<file path="src/design/mdbp_pkg.sv">
package mdbp_pkg;

    localparam int MAX_AREAS   = 16;
    localparam int COORD_BITS  = 12;
    localparam int AREA_IDX_W  = $clog2(MAX_AREAS);
    localparam int COUNT_W     = $clog2(MAX_AREAS + 1);
    localparam int SLOT_W      = 5;
    localparam int POS_W       = COORD_BITS + 8;

    localparam int IN_DATA_W   = 120;
    localparam int OUT_DATA_W  = 88;

    localparam int QUEUE_DEPTH = 4;
    localparam int QPTR_W      = $clog2(QUEUE_DEPTH);
    localparam int QCNT_W      = $clog2(QUEUE_DEPTH + 1);

    localparam logic [1:0] MODE_PIXEL = 2'd0;
    localparam logic [1:0] MODE_RECT  = 2'd1;
    localparam logic [1:0] MODE_COUNT = 2'd2;

    localparam logic [2:0] CFG_CENTER_X    = 3'd0;
    localparam logic [2:0] CFG_CENTER_Y    = 3'd1;
    localparam logic [2:0] CFG_INV_FOCAL_X = 3'd2;
    localparam logic [2:0] CFG_INV_FOCAL_Y = 3'd3;
    localparam logic [2:0] CFG_DEPTH_MIN   = 3'd4;
    localparam logic [2:0] CFG_DEPTH_MAX   = 3'd5;
    localparam logic [2:0] CFG_MASK_MARGIN = 3'd6;

    typedef struct packed {
        logic [19:0] center_x;
        logic [19:0] center_y;
        logic [23:0] inv_focal_x;
        logic [23:0] inv_focal_y;
        logic [15:0] depth_min;
        logic [15:0] depth_max;
        logic [7:0]  mask_margin;
    } cfg_t;

    typedef struct packed {
        logic [7:0]            red;
        logic [7:0]            green;
        logic [7:0]            blue;
        logic [15:0]           depth;
        logic [COORD_BITS-1:0] row;
        logic [COORD_BITS-1:0] col;
    } pixel_t;

endpackage

</file>
<file path="src/design/mdbp_queue.sv">
module mdbp_queue
    import mdbp_pkg::*;
(
    input  logic   clk,
    input  logic   rst_n,
    input  logic   push,
    input  pixel_t push_data,
    output logic   full,
    input  logic   pop,
    output pixel_t pop_data,
    output logic   empty
);

    pixel_t            mem_reg [QUEUE_DEPTH];
    logic [QPTR_W-1:0] wr_ptr_reg;
    logic [QPTR_W-1:0] rd_ptr_reg;
    logic [QCNT_W-1:0] count_reg;
    logic [QCNT_W-1:0] count_next;

    assign full     = (count_reg == QCNT_W'(QUEUE_DEPTH));
    assign empty    = (count_reg == '0);
    assign pop_data = mem_reg[rd_ptr_reg];

    always_comb
    begin
        count_next = count_reg;
        if (push && !pop)
        begin
            count_next = count_reg + QCNT_W'(1);
        end
        else if (pop && !push)
        begin
            count_next = count_reg - QCNT_W'(1);
        end
    end

    always_ff @(posedge clk or negedge rst_n)
    begin
        if (!rst_n)
        begin
            wr_ptr_reg <= '0;
            rd_ptr_reg <= '0;
            count_reg  <= '0;
        end
        else
        begin
            if (push)
            begin
                wr_ptr_reg <= wr_ptr_reg + QPTR_W'(1);
            end
            if (pop)
            begin
                rd_ptr_reg <= rd_ptr_reg + QPTR_W'(1);
            end
            count_reg <= count_next;
        end
    end

    always_ff @(posedge clk)
    begin
        if (push)
        begin
            mem_reg[wr_ptr_reg] <= push_data;
        end
    end

    a_no_overflow: assert property (@(posedge clk) disable iff (!rst_n)
        push |-> !full)
        else $error("queue push while full");

    a_no_underflow: assert property (@(posedge clk) disable iff (!rst_n)
        pop |-> !empty)
        else $error("queue pop while empty");

    a_push_lands: assert property (@(posedge clk) disable iff (!rst_n)
        (push && !pop) |=> !empty)
        else $error("pushed transaction not held in queue");

    a_count_bound: assert property (@(posedge clk) disable iff (!rst_n)
        count_reg <= QCNT_W'(QUEUE_DEPTH))
        else $error("queue count beyond depth");

endmodule

</file>
<file path="config.mk">
export PLATFORM = sky130hd
export DESIGN_NAME = mdbp_queue
export DESIGN_NICKNAME = d
export VERILOG_FILES = /design/src/design/mdbp_pkg.sv /design/src/design/mdbp_queue.sv
export SDC_FILE = /design/constraint.sdc
export NUM_CORES = 1
export LEC_CHECK = 0
export ABC_AREA = 1
export ABC_CLOCK_PERIOD_IN_PS = 2700
export BUFFER_PORTS_ARGS = -buffer_cell sky130_fd_sc_hd__buf_2
export CORE_ASPECT_RATIO = 1.2
export CORE_UTILIZATION = 51
export DETAILED_ROUTE_END_ITERATION = 12
export GPL_ROUTABILITY_DRIVEN = 0
export PLACE_DENSITY = 0.71
export REMOVE_ABC_BUFFERS = 1
export SLEW_MARGIN = 0
export SYNTH_ARGS = -nofsm -noshare
export SYNTH_HDL_FRONTEND = slang
export SYNTH_SLANG_ARGS = --single-unit
export TNS_END_PERCENT = 30
</file>
<file path="constraint.sdc">
create_clock -name clk -period 2.7 [get_ports clk]
set_input_delay 0.405 -clock clk [delete_from_list [all_inputs] [get_ports clk]]
set_output_delay 0.405 -clock clk [all_outputs]
set_load 0.02 [all_outputs]
</file>
==> results.ini <==
[status]
outcome = completed

[min_path]
worstHoldPathType = in2reg
whs_path_depth = 1

[logic_synthesis]
yosys.area.top_type = edfxtp_1
ys_types = 19
synth_top_family_by_area = compound AO/OA/AOI/OAI gates
synth_compound_area_frac = 0.109
synth.area.top_cells = edfxtp_1 71%, nand2_1 7.1%, o211ai_1 5.9%, o211ai_2 4.9%, inv_1 4.8%
ys.flop_type = edfxtp_1
synthSimpleGateAreaFrac = 0.0727
netlist_instances = 795
synth_area_per_cell_um2 = 13.7
synth_top_area_share = 0.707
synth.most_common_cell = edfxtp_1
synth_area_mm2 = 0.0109
ys_ff_latch = 263
synth_xor_area_frac = 0.00322
ys_top_cells_by_count = 256 x edfxtp_1, 205 x nand2_1, 140 x inv_1
synth-async-reset-ratio = 0.0266
synth_mux_area_frac = 0
synthAdderAreaFrac = 0.00759
ys_warn_count = 0
ys_seq_area_frac = 0.723
synth_edf_count = 256

[drt]
drtPass1Iterations = 5
routedWlPerCell_um = 15.6
drc = 0
final_antenna_net_count = 0
via_count = 6058
wl_um = 19000
drt_iter0_drc = 381
drt-vias-per-instance = 4.98

[setup_path]
criticalPathCategory = reg2out
crit_start = rd_ptr_reg[0]$_DFFE_PN0P_
endpoint_kind = primary output
arrival_ns = 2.03
critical_path.max_fanout = 42
r2r_setup_slack_ns = 0.98
worstRegToRegCells = 5
regToRegEndpoint = mem_reg[2][40]$_DFFE_PP_
r2r_start = wr_ptr_reg[0]$_DFFE_PN0P_
worstPathRequired_ns = 2.30
crit_path_end = pop_data[5]
worst_setup_path_start_kind = flip-flop

[timing]
fmax_mhz = 411
period_minus_slack_ns = 2.43
slew_headroom = 0.612
hold_viol_final = 0
holdWs_ns = 0.113
post-route-period-util = 0.901
finalMaxSlewViolations = 0
final-setup-viol-count = 0
rsz0062_at_grt = no
worst_pin_slew_ns = 0.582
clock_skew_ns = 0.00649
setup_tns_ns = 0

[floorplan]
core_mm2 = 0.0209
initial_core_util = 0.520
die_w_um = 135
die-area_mm2 = 0.0219
rows = 58
die_h_um = 162
io_pins = 134

[cells_and_area]
largest_reg_flops = 256
nets = 1003
drive_above_1_share = 0.248
area_delta_synth_final_pct = 15.3

[global_route]
antenna_found_initial = 3
grt_pass1_vias = 5758
track_usage = 0.175
overflow = 0
grt_pass1_wl_um = 29400
grt_max_degree = 65

[pwr]
total_power_mw = 14.3
ir_drop_mv = 0.755
power_leakage_nw = 5.10
power.density_mw_per_mm2 = 1140

[cts]
insertion_delay_ns = 0.50
post_cts_resized = 0
cts_setup_buffers = 0
clockBufferDepth = 3
cts_tree = built
clockRootBuffer = clkbuf_16
cts_sinks = 263
path_clk_slew_ns = 0.06
cts_htree_levels = 1
numCtsBuffers = 25

[placement]
dp_hpwl_um = 11100
io_buffers = 133

[run]
max_cap_viol_count = 0

## cell type report
class | count | area [µm²]
inverter | 140 | 527
timing repair buffer | 151 | 928
tap | 270 | 338
clock inverter | 15 | 143
antenna | 1 | 2.50
sequential | 263 | 7870
fill | 1572 | 8370
clock buffer | 28 | 637
multi-input combinational | 348 | 2090
## logic make-up (layout without fill, tap and decap cells)
logic type	Yosys count	after routing
AND/OR/NAND/NOR	209	209
AO/OA/AOI/OAI	129	129
flip-flops	263	263
adder cells (fa/ha/maj)	6	6
buffers and inverters	184	334
other	0	1
XOR/XNOR	4	4
## cell usage in the layout, fill, tap and decap left out
cell type	netlist	layout
fa_1	1	1
nand3_1	1	1
nor3_1	2	2
o211ai_1	85	85
dfrtp_1	7	5
inv_1	140	135
o21ai_1	1	1
clkinv_1	0	6
ha_1	5	5
dlygate4sd3_1	0	1
inv_2	0	4
buf_2	13	133
edfxtp_1	256	256
clkbuf_1	1	3
bufinv_16	0	3
buf_12	0	10
diode_2	0	1
dfrtp_2	0	1
clkinv_2	0	7
nand2_1	205	205
xnor2_1	1	1
xor2_1	3	3
nand4_1	1	1
o211ai_2	43	43
clkbuf_16	0	25
dfrtp_4	0	1
buf_4	4	7
## metal layers
layer / routed length [µm] / global-route usage / up-vias / share of wire
met5: 25 / 0 / - / 0.0013
met2: 9590 / 0.297 / 152 / 0.51
li1: - / - / 3016 / -
met4: 374 / 0.0521 / 4 / 0.020
met1: 7800 / 0.227 / 2850 / 0.41
met3: 1190 / 0.0346 / 36 / 0.063
## what timing repair did
item	CTS	global route
endpoints found under the hold margin	7	0
setup endpoints to repair	0	0
hold buffers	1	0
## critical path, stage by stage (launching register included)
cell,delay [ns]
dfrtp_4,0.79
buf_4,0.31
nand2_1,0.08
o211ai_1,0.08
nand2_1,0.08
buf_2,0.16
## report_power, final
part           switching, mW  leakage [nW]  internal [mW]
clock network           1.35         0.387           1.97
logic                   3.51          2.28           1.75
registers              0.331          2.43           5.35
total                   5.19          5.10           9.06
## how the worst min path moves through the flow
| stage | end | slack, ns | start |
|---|---|---|---|
| final | mem_reg[0][35]$_DFFE_PP_ | 0.11 | push_data[35] |
| after global routing | mem_reg[2][41]$_DFFE_PP_ | 0.09 | push_data[41] |
| after CTS | mem_reg[0][6]$_DFFE_PP_ | 0.09 | push_data[6] |
| after detailed placement | count_reg[2]$_DFFE_PN0P_ | 0.26 | rst_n |
| after global placement | count_reg[2]$_DFFE_PN0P_ | 0.26 | rst_n |
| after floorplan | count_reg[0]$_DFFE_PN0P_ | 0.11 | rst_n |
## through the flow
step,util,setup slack (ns),std cells,cell area [µm²]
2_1_floorplan,-,-3.09,751,10500
5_1_grt,0.600,0.0869,1216,12500
3_3_place_gp,0.562,0.782,1171,11700
4_1_cts,0.599,0.230,1215,12500
3_5_place_dp,0.562,0.768,1171,11700
6_report,0.600,0.267,1216,12500
No activity file was read; power rests on OpenSTA's default activity.
