## src/design/mdbp_pkg.sv

```systemverilog
package mdbp_pkg;

    localparam int MAX_AREAS   = 16;
    localparam int COORD_BITS  = 12;
    localparam int AREA_IDX_W  = $clog2(MAX_AREAS);
    localparam int COUNT_W     = $clog2(MAX_AREAS + 1);
    localparam int SLOT_W      = 5;
    localparam int POS_W       = COORD_BITS + 8;

    localparam int IN_DATA_W   = 120;
    localparam int OUT_DATA_W  = 88;

    localparam int QUEUE_DEPTH = 4;
    localparam int QPTR_W      = $clog2(QUEUE_DEPTH);
    localparam int QCNT_W      = $clog2(QUEUE_DEPTH + 1);

    localparam logic [1:0] MODE_PIXEL = 2'd0;
    localparam logic [1:0] MODE_RECT  = 2'd1;
    localparam logic [1:0] MODE_COUNT = 2'd2;

    localparam logic [2:0] CFG_CENTER_X    = 3'd0;
    localparam logic [2:0] CFG_CENTER_Y    = 3'd1;
    localparam logic [2:0] CFG_INV_FOCAL_X = 3'd2;
    localparam logic [2:0] CFG_INV_FOCAL_Y = 3'd3;
    localparam logic [2:0] CFG_DEPTH_MIN   = 3'd4;
    localparam logic [2:0] CFG_DEPTH_MAX   = 3'd5;
    localparam logic [2:0] CFG_MASK_MARGIN = 3'd6;

    typedef struct packed {
        logic [19:0] center_x;
        logic [19:0] center_y;
        logic [23:0] inv_focal_x;
        logic [23:0] inv_focal_y;
        logic [15:0] depth_min;
        logic [15:0] depth_max;
        logic [7:0]  mask_margin;
    } cfg_t;

    typedef struct packed {
        logic [7:0]            red;
        logic [7:0]            green;
        logic [7:0]            blue;
        logic [15:0]           depth;
        logic [COORD_BITS-1:0] row;
        logic [COORD_BITS-1:0] col;
    } pixel_t;

endpackage

```

## src/design/mdbp_front.sv

```systemverilog
module mdbp_front
    import mdbp_pkg::*;
(
    input  logic                 clk,
    input  logic                 rst_n,
    input  cfg_t                 cfg,
    input  logic                 in_valid,
    output logic                 in_ready,
    input  logic [IN_DATA_W-1:0] in_data,
    input  logic [1:0]           in_mode,
    input  logic                 full,
    output logic                 push,
    output pixel_t               push_data
);

    logic [COORD_BITS-1:0] area_left_reg   [MAX_AREAS];
    logic [COORD_BITS-1:0] area_top_reg    [MAX_AREAS];
    logic [COORD_BITS-1:0] area_right_reg  [MAX_AREAS];
    logic [COORD_BITS-1:0] area_bottom_reg [MAX_AREAS];
    logic [COUNT_W-1:0]    area_count_reg;
    logic [COUNT_W-1:0]    area_count_next;

    logic [COORD_BITS-1:0] col;
    logic [COORD_BITS-1:0] row;
    logic [15:0]           depth;
    logic [SLOT_W-1:0]     slot;
    logic [COORD_BITS-1:0] rect_left;
    logic [COORD_BITS-1:0] rect_top;
    logic [COORD_BITS-1:0] rect_right;
    logic [COORD_BITS-1:0] rect_bottom;
    logic [COORD_BITS:0]   margin_ext;
    logic [COORD_BITS:0]   col_ext;
    logic [COORD_BITS:0]   row_ext;
    logic [COORD_BITS:0]   col_grown;
    logic [COORD_BITS:0]   row_grown;
    logic                  accept;
    logic                  hit;
    logic                  depth_ok;

    assign col         = in_data[11:0];
    assign row         = in_data[23:12];
    assign depth       = in_data[39:24];
    assign slot        = in_data[68:64];
    assign rect_left   = in_data[80:69];
    assign rect_top    = in_data[92:81];
    assign rect_right  = in_data[104:93];
    assign rect_bottom = in_data[116:105];

    assign in_ready = !full;
    assign accept   = in_valid && !full;

    assign margin_ext = {{(COORD_BITS - 7){1'b0}}, cfg.mask_margin};
    assign col_ext    = {1'b0, col};
    assign row_ext    = {1'b0, row};
    assign col_grown  = col_ext + margin_ext;
    assign row_grown  = row_ext + margin_ext;

    // c > left - m  <=>  c + m > left, no wrap at this width
    always_comb
    begin
        hit = 1'b0;
        for (int i = 0; i < MAX_AREAS; i++)
        begin
            if ((COUNT_W'(i) < area_count_reg) &&
                (col_grown > {1'b0, area_left_reg[i]}) &&
                (row_grown > {1'b0, area_top_reg[i]}) &&
                (col_ext < ({1'b0, area_right_reg[i]} + margin_ext)) &&
                (row_ext < ({1'b0, area_bottom_reg[i]} + margin_ext)))
            begin
                hit = 1'b1;
            end
        end
    end

    assign depth_ok = (depth >= cfg.depth_min) && (depth <= cfg.depth_max);
    assign push     = accept && (in_mode == MODE_PIXEL) && !hit && depth_ok;

    assign push_data.col   = col;
    assign push_data.row   = row;
    assign push_data.depth = depth;
    assign push_data.blue  = in_data[47:40];
    assign push_data.green = in_data[55:48];
    assign push_data.red   = in_data[63:56];

    always_comb
    begin
        area_count_next = area_count_reg;
        if (accept && (in_mode == MODE_COUNT))
        begin
            area_count_next = (slot > SLOT_W'(MAX_AREAS)) ? COUNT_W'(MAX_AREAS)
                                                           : COUNT_W'(slot);
        end
    end

    always_ff @(posedge clk or negedge rst_n)
    begin
        if (!rst_n)
        begin
            area_count_reg <= '0;
        end
        else
        begin
            area_count_reg <= area_count_next;
        end
    end

    always_ff @(posedge clk)
    begin
        if (accept && (in_mode == MODE_RECT) && (slot < SLOT_W'(MAX_AREAS)))
        begin
            area_left_reg[slot[AREA_IDX_W-1:0]]   <= rect_left;
            area_top_reg[slot[AREA_IDX_W-1:0]]    <= rect_top;
            area_right_reg[slot[AREA_IDX_W-1:0]]  <= rect_right;
            area_bottom_reg[slot[AREA_IDX_W-1:0]] <= rect_bottom;
        end
    end

endmodule

```

## config.mk

```make
export PLATFORM = sky130hd
export DESIGN_NAME = mdbp_front
export DESIGN_NICKNAME = d
export VERILOG_FILES = /design/src/design/mdbp_pkg.sv /design/src/design/mdbp_front.sv
export SDC_FILE = /design/constraint.sdc
export NUM_CORES = 2
export LEC_CHECK = 0
export BUFFER_PORTS_ARGS = -buffer_cell sky130_fd_sc_hd__buf_2
export CAP_MARGIN = 5
export CORE_ASPECT_RATIO = 0.8
export CORE_UTILIZATION = 32
export DETAILED_ROUTE_END_ITERATION = 10
export MAX_ROUTING_LAYER = met4
export PLACE_DENSITY = 0.45
export SLEW_MARGIN = 20
export SYNTH_ARGS = -nofsm -noshare
export SYNTH_HDL_FRONTEND = slang
export SYNTH_SLANG_ARGS = --single-unit
```

## constraint.sdc

```tcl
create_clock -name clk -period 6.35 [get_ports clk]
set_input_delay 0.3175 -clock clk [delete_from_list [all_inputs] [get_ports clk]]
set_output_delay 0.3175 -clock clk [all_outputs]
set_load 0.02 [all_outputs]
```

==> flow_summary.json <==
{
  "dpl-instance-area_mm2": 0.05885,
  "drt-initial-drc-count": 2574,
  "final_net_count": 6460,
  "slew_violations": 0,
  "final_min_period_over_clock_period_pct": 95.16,
  "path_max_fanout": 6,
  "cts_made_buffers": 94,
  "finalNonFillerCells": 7456,
  "gr-usage-all-layers_pct": 20.58,
  "outcome": "finished, final reports clean",
  "criticalPathCategory": "in -> out",
  "stdcell_area_mm2": 0.06204,
  "report.final.hold_viol_count": 0,
  "total_of_flip_flops_plus_latches_after_synthesis": 773,
  "synth.yosys.warnings": 0,
  "detail_route.wl_per_cell_um": 23.09,
  "clock_tree.root_cell": "sky130_fd_sc_hd__clkbuf_16",
  "placement.io_buffers": 180,
  "fillers": 16509,
  "htree_num_levels": 3,
  "timing.final.setup_violations": 0,
  "clock_tree_from_tritoncts": "done",
  "die_area_mm2": 0.1715,
  "synth_edf_count": 768,
  "synth_largest_area_cell": "sky130_fd_sc_hd__edfxtp_1",
  "vias_per_cell": 5.097,
  "startpoint_types": "input pin",
  "detailed_placement_wirelength_estimate_um": 118400,
  "critical_path_required_ns": 6.03,
  "insertion_delay_ns": 0.69,
  "synth_ff_type": "sky130_fd_sc_hd__edfxtp_1",
  "finalWirelength_um": 172200,
  "synth_async_sr_flop_share_pct": 0.6468,
  "synth_seq_area_share_pct": 42.67,
  "post_route_cells_drive_above_1_share_pct": 9.683,
  "antenna_violations_before_repair": 18,
  "clock-sinks": 773,
  "areaGrowthSynthToFinish_pct": 14.18,
  "max_freq_mhz": 165.5,
  "route.antenna.remaining_nets": 0,
  "synth_nets": 6124,
  "largest_vdd_supply_drop_mv": 0.1856,
  "start_util_pct": 32.41,
  "largest_net_degree_at_the_start_of_global_routing": 49,
  "first_global_vias": 36812,
  "synth_cell_types": 82,
  "post-route-min-period_ns": 6.042,
  "rsz0062_at_grt": "no",
  "postSynthCellCount": 4796,
  "synth.cell_area_mm2": 0.05434,
  "gr-total-overflow": 0,
  "clk_path_buf_depth": 3,
  "core_area_mm2": 0.1677,
  "synth.avg_cell_area_um2": 11.33,
  "synth.cells.most_frequent": "sky130_fd_sc_hd__ha_1, sky130_fd_sc_hd__edfxtp_1, sky130_fd_sc_hd__inv_1, sky130_fd_sc_hd__a21oi_1, sky130_fd_sc_hd__nor2_1",
  "worst_ep_arrival_time_ns": 5.72,
  "skew_ns": 0,
  "route.vias.total": 38006,
  "drc_errors": 0,
  "final_util_pct": 37.01,
  "synth.area.top_cells": "sky130_fd_sc_hd__edfxtp_1, sky130_fd_sc_hd__ha_1, sky130_fd_sc_hd__inv_1, sky130_fd_sc_hd__a21oi_1, sky130_fd_sc_hd__xor2_1",
  "die_w_um": 462.7,
  "final.setup.tns_ns": 0,
  "synth_top_area_share_pct": 42.44,
  "ff2ff_setup_slack_ns": 5.29,
  "critPathCaptureType": "output port",
  "slew_headroom_pct": 26.68,
  "yosysMostFrequentCell": "sky130_fd_sc_hd__ha_1",
  "gp_routability_congestion": 0.8414,
  "worstHoldPathType": "in -> reg",
  "cts.clk_slew.worst_paths_ns": 0.06,
  "design.portCount": 320,
  "dp_cells": 7272,
  "tightestPinTransition_ns": 1.094,
  "grt_pass1_wl_um": 249700,
  "leakage_uw": 0.02616,
  "max_cap_violations": 0,
  "fp.dieH_um": 370.6,
  "rows": 134,
  "power_per_cell_area_mw_per_mm2": 227.1,
  "drt_first_pass_iters": 5
}
-- metal layers --
| metal | GRT usage [%] | share of wire [%] |
|---|---|---|
| met5 | - | 0 |
| met4 | 3.105 | 1.4 |
| met3 | 2.639 | 4.5 |
| met2 | 30.52 | 42 |
| met1 | 30.21 | 52 |
-- cell type report --
cell class	instances	area, µm²	share of cell area (%)
diodes	7	17.52	0.02823
flip-flops and latches	773	23190	37.37
clock buffers	111	2437	3.928
well taps	2244	2808	4.525
clock inverters	58	606.8	0.9781
multi-input cells	3449	29090	46.88
repair buffers	312	2016	3.249
inverters	502	1884	3.037
-- metrics by stage --
step                      hold slack [ns]  setup slack [ns]  total power (µW)
after CTS                        0.008991           0.02147             14240
final                             0.05279            0.3077             14090
after floorplan                   0.02191             1.104              7466
after global routing              0.02948           0.02003             14780
after global placement             0.1414          -0.02018              8644
after detailed placement           0.1414           0.03517              8671
-- cell usage in the layout, fill, tap and decap left out, types with 149 or more instances in the layout --
cell                       netlist  routed
sky130_fd_sc_hd__a21oi_1       302     300
sky130_fd_sc_hd__buf_2           3     179
sky130_fd_sc_hd__edfxtp_1      768     768
sky130_fd_sc_hd__ha_1         1040    1040
sky130_fd_sc_hd__inv_1         501     501
sky130_fd_sc_hd__nand2_1       154     154
sky130_fd_sc_hd__nor2_1        222     210
sky130_fd_sc_hd__o21ai_0       177     174
sky130_fd_sc_hd__xnor2_1       161     149
sky130_fd_sc_hd__xor2_1        167     160
-- worst paths after layout --
path / from / endpoint / depth (start not counted)
hold / removal: in_data[87] / area_top_reg[2][6] / 1
setup reg to reg: area_count_reg[4] / area_count_reg[4] / 1
setup / recovery: cfg[0] / push / 19
max in group asynchronous: rst_n / area_count_reg[2] / 3
min in group asynchronous: rst_n / area_count_reg[0] / 3
hold reg to reg: area_count_reg[0] / area_count_reg[0] / 2
-- worst max-delay path, stage by stage --
cell and delay (ns):
sky130_fd_sc_hd__buf_2 0.31, sky130_fd_sc_hd__ha_1 0.23, sky130_fd_sc_hd__inv_1 0.05, sky130_fd_sc_hd__fa_1 0.42
sky130_fd_sc_hd__nor2b_1 0.17, sky130_fd_sc_hd__o31ai_1 0.12, sky130_fd_sc_hd__a21oi_1 0.55, sky130_fd_sc_hd__xor2_2 0.56
sky130_fd_sc_hd__buf_4 0.30, sky130_fd_sc_hd__ha_1 0.16, sky130_fd_sc_hd__nand3_1 0.11, sky130_fd_sc_hd__nor4_1 0.33
sky130_fd_sc_hd__a21oi_1 0.15, sky130_fd_sc_hd__o221ai_1 0.53, sky130_fd_sc_hd__o31ai_1 0.16, sky130_fd_sc_hd__or4_1 0.60
sky130_fd_sc_hd__nor3_4 0.28, sky130_fd_sc_hd__buf_4 0.17, sky130_fd_sc_hd__buf_2 0.17
-- cell families after synthesis --
family / synth area share (%)
compound gates: 13.74
mux: 0.02072
buf+inv: 4.414
flops: 42.67
fa+ha+maj: 25.20
xor+xnor: 5.287
simple gates: 8.665
-- what timing repair did --
item	in CTS	in global routing
buffers inserted	0	1
endpoints found under the setup margin	0	1
gates resized for setup	0	11
hold endpoints to repair	10	0
hold buffers	7	0
-- report_power, final --
part | total, µW | internal (µW) | switching [µW]
Clock | 5510 | 3250 | 2260
Sequential | 5650 | 5630 | 27.2
Combinational | 2920 | 1110 | 1810
Total | 14100 | 9990 | 4100
No activity file was read; power rests on OpenSTA's default activity.
